--- src/design/pfc_pkg.sv ---
// ----------------------------------------------------------------------------
// pfc_pkg
// shared types, constants and helpers of the playfair cipher engine
// ----------------------------------------------------------------------------
package pfc_pkg;

	localparam int LETTER_W = 5;
	localparam int CMD_W    = 3;
	localparam int COORD_W  = 3;
	localparam int POS_W    = 2 * COORD_W;
	localparam int CELLS    = 25;
	localparam int ALPHABET = 26;
	localparam int QDEPTH   = 2;
	localparam int QPTR_W   = (QDEPTH > 1) ? $clog2(QDEPTH) : 1;
	localparam int QCNT_W   = $clog2(QDEPTH + 1);

	localparam logic [LETTER_W-1:0] LETTER_I    = 5'd8;
	localparam logic [LETTER_W-1:0] LETTER_J    = 5'd9;
	localparam logic [LETTER_W-1:0] LETTER_X    = 5'd23;
	localparam logic [LETTER_W-1:0] LETTER_LAST = 5'd25;
	localparam logic [LETTER_W-1:0] SLOT_FULL   = 5'd25;
	localparam logic [COORD_W-1:0]  SIDE_LAST   = 3'd4;

	typedef enum logic [CMD_W-1:0] {
		CMD_START = 3'd0,
		CMD_KEY   = 3'd1,
		CMD_FILL  = 3'd2,
		CMD_TEXT  = 3'd3,
		CMD_END   = 3'd4
	} cmd_t;

	typedef enum logic [1:0] {
		OP_CLR,
		OP_PLACE,
		OP_FILL,
		OP_PAIR
	} op_t;

	typedef struct packed {
		op_t                 op;
		logic [LETTER_W-1:0] a;
		logic [LETTER_W-1:0] b;
	} qent_t;

	typedef enum logic [2:0] {
		ST_IDLE,
		ST_FILL,
		ST_RDB,
		ST_CALC,
		ST_EMIT1,
		ST_EMIT2
	} state_t;

	// j shares the i cell
	function automatic logic [LETTER_W-1:0] fold(input logic [LETTER_W-1:0] c);
		return (c == LETTER_J) ? LETTER_I : c;
	endfunction

endpackage

--- src/design/playfair_cipher_top.sv ---
// ----------------------------------------------------------------------------
// playfair_cipher_top
// playfair digraph cipher over a 5x5 key square, letters coded a=0 to z=25
// ----------------------------------------------------------------------------
// commands arrive on the slave stream (tuser = command, tdata = letter) and
// cipher letters leave on the master stream, two items per digraph with tlast
// on the second. a front stage folds j into i, pairs text letters (a doubled
// letter or a lone letter at end of text is padded with x) and drops letters
// above z and unknown commands; a two-entry queue then hands the work to a
// back stage that owns the key square. a key letter or start key is done from
// idle, complete key walks the whole alphabet, and a digraph runs two reads
// of the letter position ram, a compute-and-read of the square ram and one
// emit state per item, as each ram has a single read port. the front keeps
// taking commands while the queue has room, and the output register lets the
// back stage work on the next digraph while a letter waits. the user must
// write the mode register (0 encrypt, 1 decrypt) through cfg_wen/cfg_wdata
// only while the block is idle; the block does not enforce it. text must
// follow a complete key: before that the square holds stale cells.
module playfair_cipher_top (
	input  logic       clk,
	input  logic       arst_n,
	// configuration
	input  logic       cfg_wen,
	input  logic       cfg_wdata,   // mode
	// command stream
	input  logic       s_tvalid,
	output logic       s_tready,
	input  logic [7:0] s_tdata,     // [4:0] letter, [7:5] zero
	input  logic [2:0] s_tuser,     // [2:0] cmd
	// cipher letter stream
	output logic       m_tvalid,
	input  logic       m_tready,
	output logic [7:0] m_tdata,     // [4:0] out_letter, [7:5] zero
	output logic       m_tlast      // second letter of a digraph
);

	logic                         mode_q;
	logic                         accept;
	logic                         q_push;
	pfc_pkg::qent_t               q_push_data;
	logic                         q_full;
	logic                         q_pop;
	pfc_pkg::qent_t               q_pop_data;
	logic                         q_empty;
	logic [pfc_pkg::LETTER_W-1:0] out_letter;

	// mode register
	always_ff @(posedge clk or negedge arst_n) begin
		if (!arst_n) begin
			mode_q <= 1'b0;
		end else if (cfg_wen) begin
			mode_q <= cfg_wdata;
		end
	end

	// an item is taken whenever the queue has room
	assign s_tready = !q_full;
	assign accept   = s_tvalid && s_tready;

	pfc_front u_front (
		.clk      (clk),
		.arst_n   (arst_n),
		.accept   (accept),
		.cmd      (s_tuser),
		.letter   (s_tdata[pfc_pkg::LETTER_W-1:0]),
		.push     (q_push),
		.push_data(q_push_data)
	);

	pfc_queue u_queue (
		.clk      (clk),
		.arst_n   (arst_n),
		.push     (q_push),
		.push_data(q_push_data),
		.full     (q_full),
		.pop      (q_pop),
		.pop_data (q_pop_data),
		.empty    (q_empty)
	);

	pfc_back u_back (
		.clk       (clk),
		.arst_n    (arst_n),
		.mode      (mode_q),
		.q_empty   (q_empty),
		.q_data    (q_pop_data),
		.q_pop     (q_pop),
		.out_valid (m_tvalid),
		.out_ready (m_tready),
		.out_letter(out_letter),
		.out_last  (m_tlast)
	);

	assign m_tdata = {3'b000, out_letter};

endmodule

--- src/design/pfc_ram.sv ---
// ----------------------------------------------------------------------------
// pfc_ram
// generic single-write, single-read ram with registered read data
// ----------------------------------------------------------------------------
module pfc_ram #(
	parameter int WIDTH = 8,
	parameter int DEPTH = 32
) (
	input  logic                                         clk,
	input  logic                                         we,
	input  logic [((DEPTH > 1) ? $clog2(DEPTH) : 1)-1:0] waddr,
	input  logic [WIDTH-1:0]                             wdata,
	input  logic                                         re,
	input  logic [((DEPTH > 1) ? $clog2(DEPTH) : 1)-1:0] raddr,
	output logic [WIDTH-1:0]                             rdata
);

	logic [WIDTH-1:0] mem_q [DEPTH];
	logic [WIDTH-1:0] rdata_q;

	always_ff @(posedge clk) begin
		if (we) begin
			mem_q[waddr] <= wdata;
		end
		if (re) begin
			rdata_q <= mem_q[raddr];
		end
	end

	assign rdata = rdata_q;

endmodule

--- src/design/pfc_queue.sv ---
// ----------------------------------------------------------------------------
// pfc_queue
// short fifo of classified operations between front and back
// ----------------------------------------------------------------------------
module pfc_queue (
	input  logic          clk,
	input  logic          arst_n,
	input  logic          push,
	input  pfc_pkg::qent_t push_data,
	output logic          full,
	input  logic          pop,
	output pfc_pkg::qent_t pop_data,
	output logic          empty
);

	pfc_pkg::qent_t                   mem_q [pfc_pkg::QDEPTH];
	logic [pfc_pkg::QPTR_W-1:0]       wr_ptr_q;
	logic [pfc_pkg::QPTR_W-1:0]       rd_ptr_q;
	logic [pfc_pkg::QCNT_W-1:0]       count_q;
	logic                             do_push;
	logic                             do_pop;

	localparam logic [pfc_pkg::QPTR_W-1:0] PTR_LAST = pfc_pkg::QPTR_W'(pfc_pkg::QDEPTH - 1);
	localparam logic [pfc_pkg::QCNT_W-1:0] CNT_FULL = pfc_pkg::QCNT_W'(pfc_pkg::QDEPTH);

	assign full     = (count_q == CNT_FULL);
	assign empty    = (count_q == '0);
	assign do_push  = push && !full;
	assign do_pop   = pop && !empty;
	assign pop_data = mem_q[rd_ptr_q];

	always_ff @(posedge clk) begin
		if (do_push) begin
			mem_q[wr_ptr_q] <= push_data;
		end
	end

	always_ff @(posedge clk or negedge arst_n) begin
		if (!arst_n) begin
			wr_ptr_q <= '0;
			rd_ptr_q <= '0;
			count_q  <= '0;
		end else begin
			if (do_push) begin
				wr_ptr_q <= (wr_ptr_q == PTR_LAST) ? '0 : wr_ptr_q + 1'b1;
			end
			if (do_pop) begin
				rd_ptr_q <= (rd_ptr_q == PTR_LAST) ? '0 : rd_ptr_q + 1'b1;
			end
			if (do_push && !do_pop) begin
				count_q <= count_q + 1'b1;
			end else if (do_pop && !do_push) begin
				count_q <= count_q - 1'b1;
			end
		end
	end

endmodule

--- src/design/pfc_front.sv ---
// ----------------------------------------------------------------------------
// pfc_front
// takes commands, folds letters, forms digraphs and queues the work
// ----------------------------------------------------------------------------
module pfc_front (
	input  logic                          clk,
	input  logic                          arst_n,
	input  logic                          accept,
	input  logic [pfc_pkg::CMD_W-1:0]     cmd,
	input  logic [pfc_pkg::LETTER_W-1:0]  letter,
	output logic                          push,
	output pfc_pkg::qent_t                push_data
);

	logic [pfc_pkg::LETTER_W-1:0] pend_q;
	logic                         pend_vld_q;
	logic [pfc_pkg::LETTER_W-1:0] pend_d;
	logic                         pend_vld_d;
	logic [pfc_pkg::LETTER_W-1:0] folded;
	logic                         in_range;

	assign folded   = pfc_pkg::fold(letter);
	assign in_range = (letter <= pfc_pkg::LETTER_LAST);

	always_comb begin
		push           = 1'b0;
		push_data.op   = pfc_pkg::OP_CLR;
		push_data.a    = folded;
		push_data.b    = pfc_pkg::LETTER_X;
		pend_d         = pend_q;
		pend_vld_d     = pend_vld_q;
		case (pfc_pkg::cmd_t'(cmd))
			pfc_pkg::CMD_START: begin
				push       = accept;
				pend_d     = '0;
				pend_vld_d = 1'b0;
			end
			pfc_pkg::CMD_KEY: begin
				push         = accept && in_range;
				push_data.op = pfc_pkg::OP_PLACE;
			end
			pfc_pkg::CMD_FILL: begin
				push         = accept;
				push_data.op = pfc_pkg::OP_FILL;
			end
			pfc_pkg::CMD_TEXT: begin
				push_data.op = pfc_pkg::OP_PAIR;
				push_data.a  = pend_q;
				if (in_range) begin
					if (!pend_vld_q) begin
						pend_d     = folded;
						pend_vld_d = 1'b1;
					end else if (folded == pend_q) begin
						// doubled letter: pad with x, letter stays pending
						push = accept;
					end else begin
						push        = accept;
						push_data.b = folded;
						pend_vld_d  = 1'b0;
					end
				end
			end
			pfc_pkg::CMD_END: begin
				push_data.op = pfc_pkg::OP_PAIR;
				push_data.a  = pend_q;
				push         = accept && pend_vld_q;
				pend_vld_d   = 1'b0;
			end
			default: begin
			end
		endcase
	end

	always_ff @(posedge clk or negedge arst_n) begin
		if (!arst_n) begin
			pend_q     <= '0;
			pend_vld_q <= 1'b0;
		end else if (accept) begin
			pend_q     <= pend_d;
			pend_vld_q <= pend_vld_d;
		end
	end

endmodule

--- src/design/pfc_back.sv ---
// ----------------------------------------------------------------------------
// pfc_back
// builds the key square and ciphers queued digraphs
// ----------------------------------------------------------------------------
module pfc_back (
	input  logic                          clk,
	input  logic                          arst_n,
	input  logic                          mode,
	input  logic                          q_empty,
	input  pfc_pkg::qent_t                q_data,
	output logic                          q_pop,
	output logic                          out_valid,
	input  logic                          out_ready,
	output logic [pfc_pkg::LETTER_W-1:0]  out_letter,
	output logic                          out_last
);

	pfc_pkg::state_t              state_q;
	pfc_pkg::state_t              state_d;

	logic [pfc_pkg::ALPHABET-1:0] placed_q;
	logic [pfc_pkg::LETTER_W-1:0] slot_q;
	logic [pfc_pkg::COORD_W-1:0]  slot_row_q;
	logic [pfc_pkg::COORD_W-1:0]  slot_col_q;
	logic [pfc_pkg::LETTER_W-1:0] cnt_q;
	logic [pfc_pkg::LETTER_W-1:0] b_q;
	logic [pfc_pkg::POS_W-1:0]    pos_a_q;
	logic [pfc_pkg::LETTER_W-1:0] idx2_q;

	logic                         out_valid_q;
	logic [pfc_pkg::LETTER_W-1:0] out_letter_q;
	logic                         out_last_q;

	logic                         out_free;
	logic                         place_en;
	logic                         place_ok;
	logic                         clr;
	logic [pfc_pkg::LETTER_W-1:0] place_letter;
	logic                         pos_re;
	logic [pfc_pkg::LETTER_W-1:0] pos_raddr;
	logic [pfc_pkg::POS_W-1:0]    pos_rdata;
	logic                         sq_re;
	logic [pfc_pkg::LETTER_W-1:0] sq_raddr;
	logic [pfc_pkg::LETTER_W-1:0] sq_rdata;
	logic                         out_load;
	logic                         out_load_last;

	logic [pfc_pkg::COORD_W-1:0]  r1, c1, r2, c2;
	logic [pfc_pkg::LETTER_W-1:0] idx1;
	logic [pfc_pkg::LETTER_W-1:0] idx2;

	function automatic logic [pfc_pkg::COORD_W-1:0] step(
		input logic [pfc_pkg::COORD_W-1:0] x,
		input logic                        back
	);
		if (back) begin
			return (x == '0) ? pfc_pkg::SIDE_LAST : x - 1'b1;
		end
		return (x == pfc_pkg::SIDE_LAST) ? '0 : x + 1'b1;
	endfunction

	function automatic logic [pfc_pkg::LETTER_W-1:0] cell_idx(
		input logic [pfc_pkg::COORD_W-1:0] r,
		input logic [pfc_pkg::COORD_W-1:0] c
	);
		logic [pfc_pkg::LETTER_W:0] s;
		s = ({3'b000, r} << 2) + {3'b000, r} + {3'b000, c};
		return s[pfc_pkg::LETTER_W-1:0];
	endfunction

	assign out_free = !out_valid_q || out_ready;

	// digraph rule on the two looked-up positions
	always_comb begin
		r1 = pos_a_q[pfc_pkg::POS_W-1:pfc_pkg::COORD_W];
		c1 = pos_a_q[pfc_pkg::COORD_W-1:0];
		r2 = pos_rdata[pfc_pkg::POS_W-1:pfc_pkg::COORD_W];
		c2 = pos_rdata[pfc_pkg::COORD_W-1:0];
		if (r1 == r2) begin
			idx1 = cell_idx(r1, step(c1, mode));
			idx2 = cell_idx(r2, step(c2, mode));
		end else if (c1 == c2) begin
			idx1 = cell_idx(step(r1, mode), c1);
			idx2 = cell_idx(step(r2, mode), c2);
		end else begin
			idx1 = cell_idx(r1, c2);
			idx2 = cell_idx(r2, c1);
		end
	end

	// next state
	always_comb begin
		state_d = state_q;
		case (state_q)
			pfc_pkg::ST_IDLE: begin
				if (!q_empty) begin
					case (q_data.op)
						pfc_pkg::OP_FILL: state_d = pfc_pkg::ST_FILL;
						pfc_pkg::OP_PAIR: state_d = pfc_pkg::ST_RDB;
						default:          state_d = pfc_pkg::ST_IDLE;
					endcase
				end
			end
			pfc_pkg::ST_FILL: begin
				if (cnt_q == pfc_pkg::LETTER_LAST) begin
					state_d = pfc_pkg::ST_IDLE;
				end
			end
			pfc_pkg::ST_RDB:   state_d = pfc_pkg::ST_CALC;
			pfc_pkg::ST_CALC:  state_d = pfc_pkg::ST_EMIT1;
			pfc_pkg::ST_EMIT1: begin
				if (out_free) begin
					state_d = pfc_pkg::ST_EMIT2;
				end
			end
			pfc_pkg::ST_EMIT2: begin
				if (out_free) begin
					state_d = pfc_pkg::ST_IDLE;
				end
			end
			default: state_d = pfc_pkg::ST_IDLE;
		endcase
	end

	// controls
	always_comb begin
		q_pop         = 1'b0;
		clr           = 1'b0;
		place_en      = 1'b0;
		place_letter  = q_data.a;
		pos_re        = 1'b0;
		pos_raddr     = q_data.a;
		sq_re         = 1'b0;
		sq_raddr      = idx1;
		out_load      = 1'b0;
		out_load_last = 1'b0;
		case (state_q)
			pfc_pkg::ST_IDLE: begin
				q_pop  = !q_empty;
				clr    = !q_empty && (q_data.op == pfc_pkg::OP_CLR);
				place_en = !q_empty && (q_data.op == pfc_pkg::OP_PLACE);
				pos_re = !q_empty && (q_data.op == pfc_pkg::OP_PAIR);
			end
			pfc_pkg::ST_FILL: begin
				place_en     = 1'b1;
				place_letter = pfc_pkg::fold(cnt_q);
			end
			pfc_pkg::ST_RDB: begin
				pos_re    = 1'b1;
				pos_raddr = b_q;
			end
			pfc_pkg::ST_CALC: begin
				sq_re = 1'b1;
			end
			pfc_pkg::ST_EMIT1: begin
				out_load = out_free;
				sq_re    = out_free;
				sq_raddr = idx2_q;
			end
			pfc_pkg::ST_EMIT2: begin
				out_load      = out_free;
				out_load_last = 1'b1;
			end
			default: begin
			end
		endcase
	end

	assign place_ok = place_en && (slot_q < pfc_pkg::SLOT_FULL) && !placed_q[place_letter];

	always_ff @(posedge clk or negedge arst_n) begin
		if (!arst_n) begin
			state_q     <= pfc_pkg::ST_IDLE;
			placed_q    <= '0;
			slot_q      <= '0;
			slot_row_q  <= '0;
			slot_col_q  <= '0;
			out_valid_q <= 1'b0;
		end else begin
			state_q <= state_d;
			if (clr) begin
				placed_q   <= '0;
				slot_q     <= '0;
				slot_row_q <= '0;
				slot_col_q <= '0;
			end else if (place_ok) begin
				placed_q[place_letter] <= 1'b1;
				slot_q <= slot_q + 1'b1;
				if (slot_col_q == pfc_pkg::SIDE_LAST) begin
					slot_col_q <= '0;
					slot_row_q <= slot_row_q + 1'b1;
				end else begin
					slot_col_q <= slot_col_q + 1'b1;
				end
			end
			if (out_load) begin
				out_valid_q <= 1'b1;
			end else if (out_ready) begin
				out_valid_q <= 1'b0;
			end
		end
	end

	always_ff @(posedge clk) begin
		if (state_q == pfc_pkg::ST_IDLE) begin
			cnt_q <= '0;
			b_q   <= q_data.b;
		end else if (state_q == pfc_pkg::ST_FILL) begin
			cnt_q <= cnt_q + 1'b1;
		end
		if (state_q == pfc_pkg::ST_RDB) begin
			pos_a_q <= pos_rdata;
		end
		if (state_q == pfc_pkg::ST_CALC) begin
			idx2_q <= idx2;
		end
		if (out_load) begin
			out_letter_q <= sq_rdata;
			out_last_q   <= out_load_last;
		end
	end

	// letter -> {row, col}
	pfc_ram #(
		.WIDTH(pfc_pkg::POS_W),
		.DEPTH(pfc_pkg::ALPHABET)
	) u_pos_ram (
		.clk  (clk),
		.we   (place_ok),
		.waddr(place_letter),
		.wdata({slot_row_q, slot_col_q}),
		.re   (pos_re),
		.raddr(pos_raddr),
		.rdata(pos_rdata)
	);

	// cell -> letter
	pfc_ram #(
		.WIDTH(pfc_pkg::LETTER_W),
		.DEPTH(pfc_pkg::CELLS)
	) u_sq_ram (
		.clk  (clk),
		.we   (place_ok),
		.waddr(slot_q),
		.wdata(place_letter),
		.re   (sq_re),
		.raddr(sq_raddr),
		.rdata(sq_rdata)
	);

	assign out_valid  = out_valid_q;
	assign out_letter = out_letter_q;
	assign out_last   = out_last_q;

endmodule

--- config.mk ---
export PLATFORM = sky130hd
export DESIGN_NAME = playfair_cipher_top
export DESIGN_NICKNAME = d
export VERILOG_FILES = /design/src/design/pfc_pkg.sv /design/src/design/playfair_cipher_top.sv /design/src/design/pfc_ram.sv /design/src/design/pfc_queue.sv /design/src/design/pfc_front.sv /design/src/design/pfc_back.sv
export SDC_FILE = /design/constraint.sdc
export NUM_CORES = 1
export LEC_CHECK = 0
export BUFFER_PORTS_ARGS = -buffer_cell sky130_fd_sc_hd__buf_2
export CORE_MARGIN = 2
export CORE_UTILIZATION = 30
export DETAILED_ROUTE_END_ITERATION = 8
export PLACE_DENSITY_LB_ADDON = 0.15
export SKIP_CTS_REPAIR_TIMING = 1
export SLEW_MARGIN = 5
export SYNTH_ARGS = -nofsm -noshare
export SYNTH_HDL_FRONTEND = slang
export SYNTH_SLANG_ARGS = --single-unit
--- constraint.sdc ---
create_clock -name clk -period 5.49 [get_ports clk]
set_input_delay 0.2745 -clock clk [delete_from_list [all_inputs] [get_ports clk]]
set_output_delay 0.2745 -clock clk [all_outputs]
set_load 0.05 [all_outputs]
==> impl_metrics.csv <==
group,metric,value,unit
worst_setup_path,crit_chain,"inv_1, ha_1, or2_2, mux4_2, xnor2_1, ha_1, fa_1, o211ai_1, a31oi_4, mux2i_1, mux2_2, a2bb2oi_1, nand3_1",
layout,design_area,20960,µm²
power_and_ir_drop,p_sw,5.578,mW
power_and_ir_drop,power_density,664.4,nW/µm²
synthesis,synth_top_area_cell,"edfxtp_1",
floorplan,die_w,249.7,µm
status,status,"finished with violations",
global_routing,grt_usage,14.01,%
synthesis,synth_edf_count,338,
layout,layout-area-overhead-vs-synth,15.77,%
synthesis,ys_warn_count,0,
layout,diodes,0,
timing,whs,-0.01585,ns
layout,final_nets,1445,
synthesis,synth-seq-area-share,63.79,%
worst_setup_path,critical_path_arrival,5.11,ns
power_and_ir_drop,comb_power_share,45.1,%
floorplan,core,60020,µm²
global_routing,grt_max_degree,53,
global_routing,grt_pass1_vias,10840,
worst_setup_path,critical_path.max_fanout,18,
power_and_ir_drop,power_frac_seq,32.2,%
cts,clkTransAtPathRegs,0.06,ns
cts,cts_buffers,45,
place,port_buffers,21,
synthesis,synth_area_leaders,"edfxtp_1 (56%), dfrtp_1 (7.2%), mux4_2 (5.0%)",
place,place_area,19360,µm²
routing,ant_nets,0,
power_and_ir_drop,switching_share,40.05,%
routing,drt-pass1-iter-count,5,
floorplan,ios,28,
timing,fin_crit,4.796,ns
timing,rsz0062_at_grt,"no",
worst_setup_path,cp_slowest_cell,"a31oi_4",
worst_setup_path,path_class,"flip-flop to flip-flop",
timing,fin_skew,0.03014,ns
synthesis,ys.flop_type,"edfxtp_1",
synthesis,avgSynthCellArea,13.80,µm²
cts,ctsLongestPathBuffers,3,
worst_setup_path,endpoint_kind,"flip-flop",
timing,hold_viol,1,
routing,drcViolationCount,0,
global_routing,grt_pass1_wl,66670,µm
worst_setup_path,max_stage_delay,0.62,ns
cts,cts_max_level,2,
place,gp_congestion,0.7853,
timing,setup_violations,0,
routing,wl_per_cell,19.76,µm
synthesis,ys_async_sr_fraction,13.16,%
timing,tns,0,ns
timing,slew_viol_final,0,
worst_setup_path,cp-start-kind,"flip-flop",
floorplan,die_y,249.7,µm
timing,finalCritPeriodShare,87.35,%
power_and_ir_drop,power.internal,8.349,mW
power_and_ir_drop,clockPowerShare,22.7,%
synthesis,synth_top_area_share,56.05,%
routing,viasPerCell,4.814,
power_and_ir_drop,p_leak,7.562,nW
global_routing,overflow,0,
routing,vias,10540,
cts,insertion_delay,0.59,ns
floorplan,dieArea,62340,µm²
synthesis,synth.cell_area,18110,µm²
synthesis,ys_ff_latch,395,
layout,drive_above_1_share,17.06,%
timing,relSlewSlack,25.83,%
worst_setup_path,cp.required,5.80,ns
worst_setup_path,crit_top_cell,"ha_1",
power_and_ir_drop,power.total,13.93,mW
synthesis,synth.distinct_cells,68,
timing,clock.fmax,208.5,MHz
floorplan,initial_utilization,30.17,%
cts,clock-sinks,395,
place,dp_hpwl,28640,µm
cts,cts_root_buf,"clkbuf_16",
timing,worst_pin_slew,1.113,ns
routing,totalWireLength,43260,µm
flow_run,maxCapViolations,0,
layout,final_util,34.93,%
floorplan,row_count,90,
power_and_ir_drop,irDropWorstVdd,0.0004550,V
min_path,holdCritPathClass,"input port to flip-flop",
global_routing,antenna_found_initial,0,
routing,drt_iter0_drc,580,
cts,cts_tree,"built",
synthesis,syn_inst,1312,
status,violations,"hold timing",
## cells in the final DEF (no fill, tap or decap), types with 4 or more instances in the layout
cell           netlist  final
a211oi_1             5      5
a21o_1              15     15
a21oi_1             41     39
a22oi_1             10     10
a31oi_1             11     10
and2_1               8      8
buf_2                6     21
buf_4                3     45
bufinv_16            0      8
clkbuf_1            46     10
clkbuf_16            0     46
clkinv_1             0      5
clkinv_2             0      8
dfrtp_1             52     52
dfxtp_1              5      5
dlygate4sd3_1        0      5
edfxtp_1           338    338
fa_1                 7      7
ha_1                49     49
inv_1               45     45
mux2_2              25     25
mux2i_1             61     60
mux4_2              40     40
nand2_1            157    157
nand2b_1            12     12
nand3_1             54     54
nor2_1              77     77
nor2b_1              8      8
nor3_1              14     14
nor3_2              20     20
o2111ai_1            4      4
o211ai_1            12     12
o21a_1              23     23
o21ai_0             47     47
o31ai_1              6      6
or3_1               10     10
xnor2_1             23     23
xor2_1              17     17
## sequential cells by signal (all words and copies together), names as in the netlist
name,flops
u_back.slot_q,5
u_back.out_last,1
u_back.u_sq_ram.mem_q,125
u_back.u_pos_ram.mem_q,156
u_queue.wr_ptr_q,1
u_back.out_letter,5
u_front.pend_vld_q,1
u_back.idx2_q,5
u_back.placed_q,26
u_back.u_pos_ram.rdata,6
u_back.state_q,3
u_back.out_valid,1
u_front.pend_q,5
u_queue.rd_ptr_q,1
u_back.slot_row_q,3
mode_q,1
u_queue.count_q,2
u_back.u_sq_ram.rdata,5
u_back.cnt_q,5
u_queue.mem_q,24
u_back.pos_a_q,6
u_back.b_q,5
u_back.slot_col_q,3
## power groups by stage
stage	clock network, mW	logic (mW)	registers, mW
global route	3.36	6.98	4.56
global placement	0	6.34	4.55
floorplan	0	4.44	4.39
CTS	3.25	6.39	4.50
finish	3.16	6.28	4.49
detailed placement	0	6.35	4.57
## area by class of cell
class                   count  area [µm²]
clock buffers              57        1202
clock inverters            25       351.6
fillers                  5826       39060
inverters                  45       168.9
multi-input cells         812        6177
flip-flops and latches    395       11550
well taps                 782       978.4
repair buffers             73       533.0
## critical path, delay by kind of cell, from the launching register on
kind | cells | cell delay (ns)
simple gates | 2 | 0.46
xor+xnor | 1 | 0.16
mux | 3 | 1.02
compound gates | 3 | 1.02
fa+ha+maj | 3 | 1.20
flops | 1 | 0.54
buf+inv | 1 | 0.11
## layer usage
metal  wire, µm  part of all wire, %  global-route usage (%)
met5          0                    0                       0
met4        784                  1.8                   3.391
met3       1580                  3.7                   2.326
met2      20280                   47                   22.94
met1      20610                   48                   19.40
## synth_stat cells (all sizes together), types with 3 or more instances
| master | n |
|---|---|
| a32o | 3 |
| buf | 16 |
| or3b | 3 |
| a21oi | 42 |
| o21a | 23 |
| dfxtp | 5 |
| nand2b | 12 |
| or3 | 10 |
| nand3 | 54 |
| nor3b | 4 |
| edfxtp | 338 |
| o21ai | 51 |
| inv | 45 |
| o211ai | 13 |
| o2111ai | 4 |
| nor2 | 77 |
| mux2 | 26 |
| fa | 7 |
| mux4 | 40 |
| nand2 | 157 |
| a221o | 3 |
| ha | 49 |
| clkbuf | 46 |
| a22oi | 10 |
| and2 | 8 |
| or2 | 4 |
| o31ai | 6 |
| xor2 | 17 |
| nor2b | 8 |
| a31oi | 12 |
| a311oi | 3 |
| dfrtp | 52 |
| xnor2 | 23 |
| a21o | 15 |
| nor3 | 34 |
| a211oi | 5 |
| mux2i | 61 |
## path summary, 6_finish.rpt
path | from | end | slack [ns] | depth (start not counted)
max reg2reg | u_back.pos_a_q[3] | u_back.u_sq_ram.rdata[2] | 0.69 | 13
min in group asynchronous | arst_n | u_front.pend_q[3] | 0.42 | 3
max in group asynchronous | arst_n | u_back.slot_q[2] | 4.50 | 3
min | s_tdata[3] | u_front.pend_q[3] | -0.02 | 3
min reg2reg | u_back.u_sq_ram.rdata[0] | u_back.out_letter[0] | 0.45 | 0
max | u_back.pos_a_q[3] | u_back.u_sq_ram.rdata[2] | 0.69 | 13
## cell families (layout without fill, tap and decap cells)
kind of cell	count (synthesis)	after routing	synth area share (%)
AO/OA/AOI/OAI	207	207	7.663
other	1	3	0.02071
adder cells (fa/ha/maj)	56	56	4.160
flip-flops	395	395	63.79
AND/OR/NAND/NOR	379	379	9.937
XOR/XNOR	40	40	1.935
buffers and inverters	107	200	2.529
multiplexers	127	127	9.964
## through the flow
| step | std cells | setup slack [ns] |
|---|---|---|
| floorplan | 1314 | 1.267 |
| global placement | 2102 | 0.7201 |
| detailed placement | 2102 | 0.6739 |
| CTS | 2184 | 0.6727 |
| global route | 2189 | 0.4215 |
| finish | 2189 | 0.6945 |
Note: power is estimated with default switching activity, not from simulation.
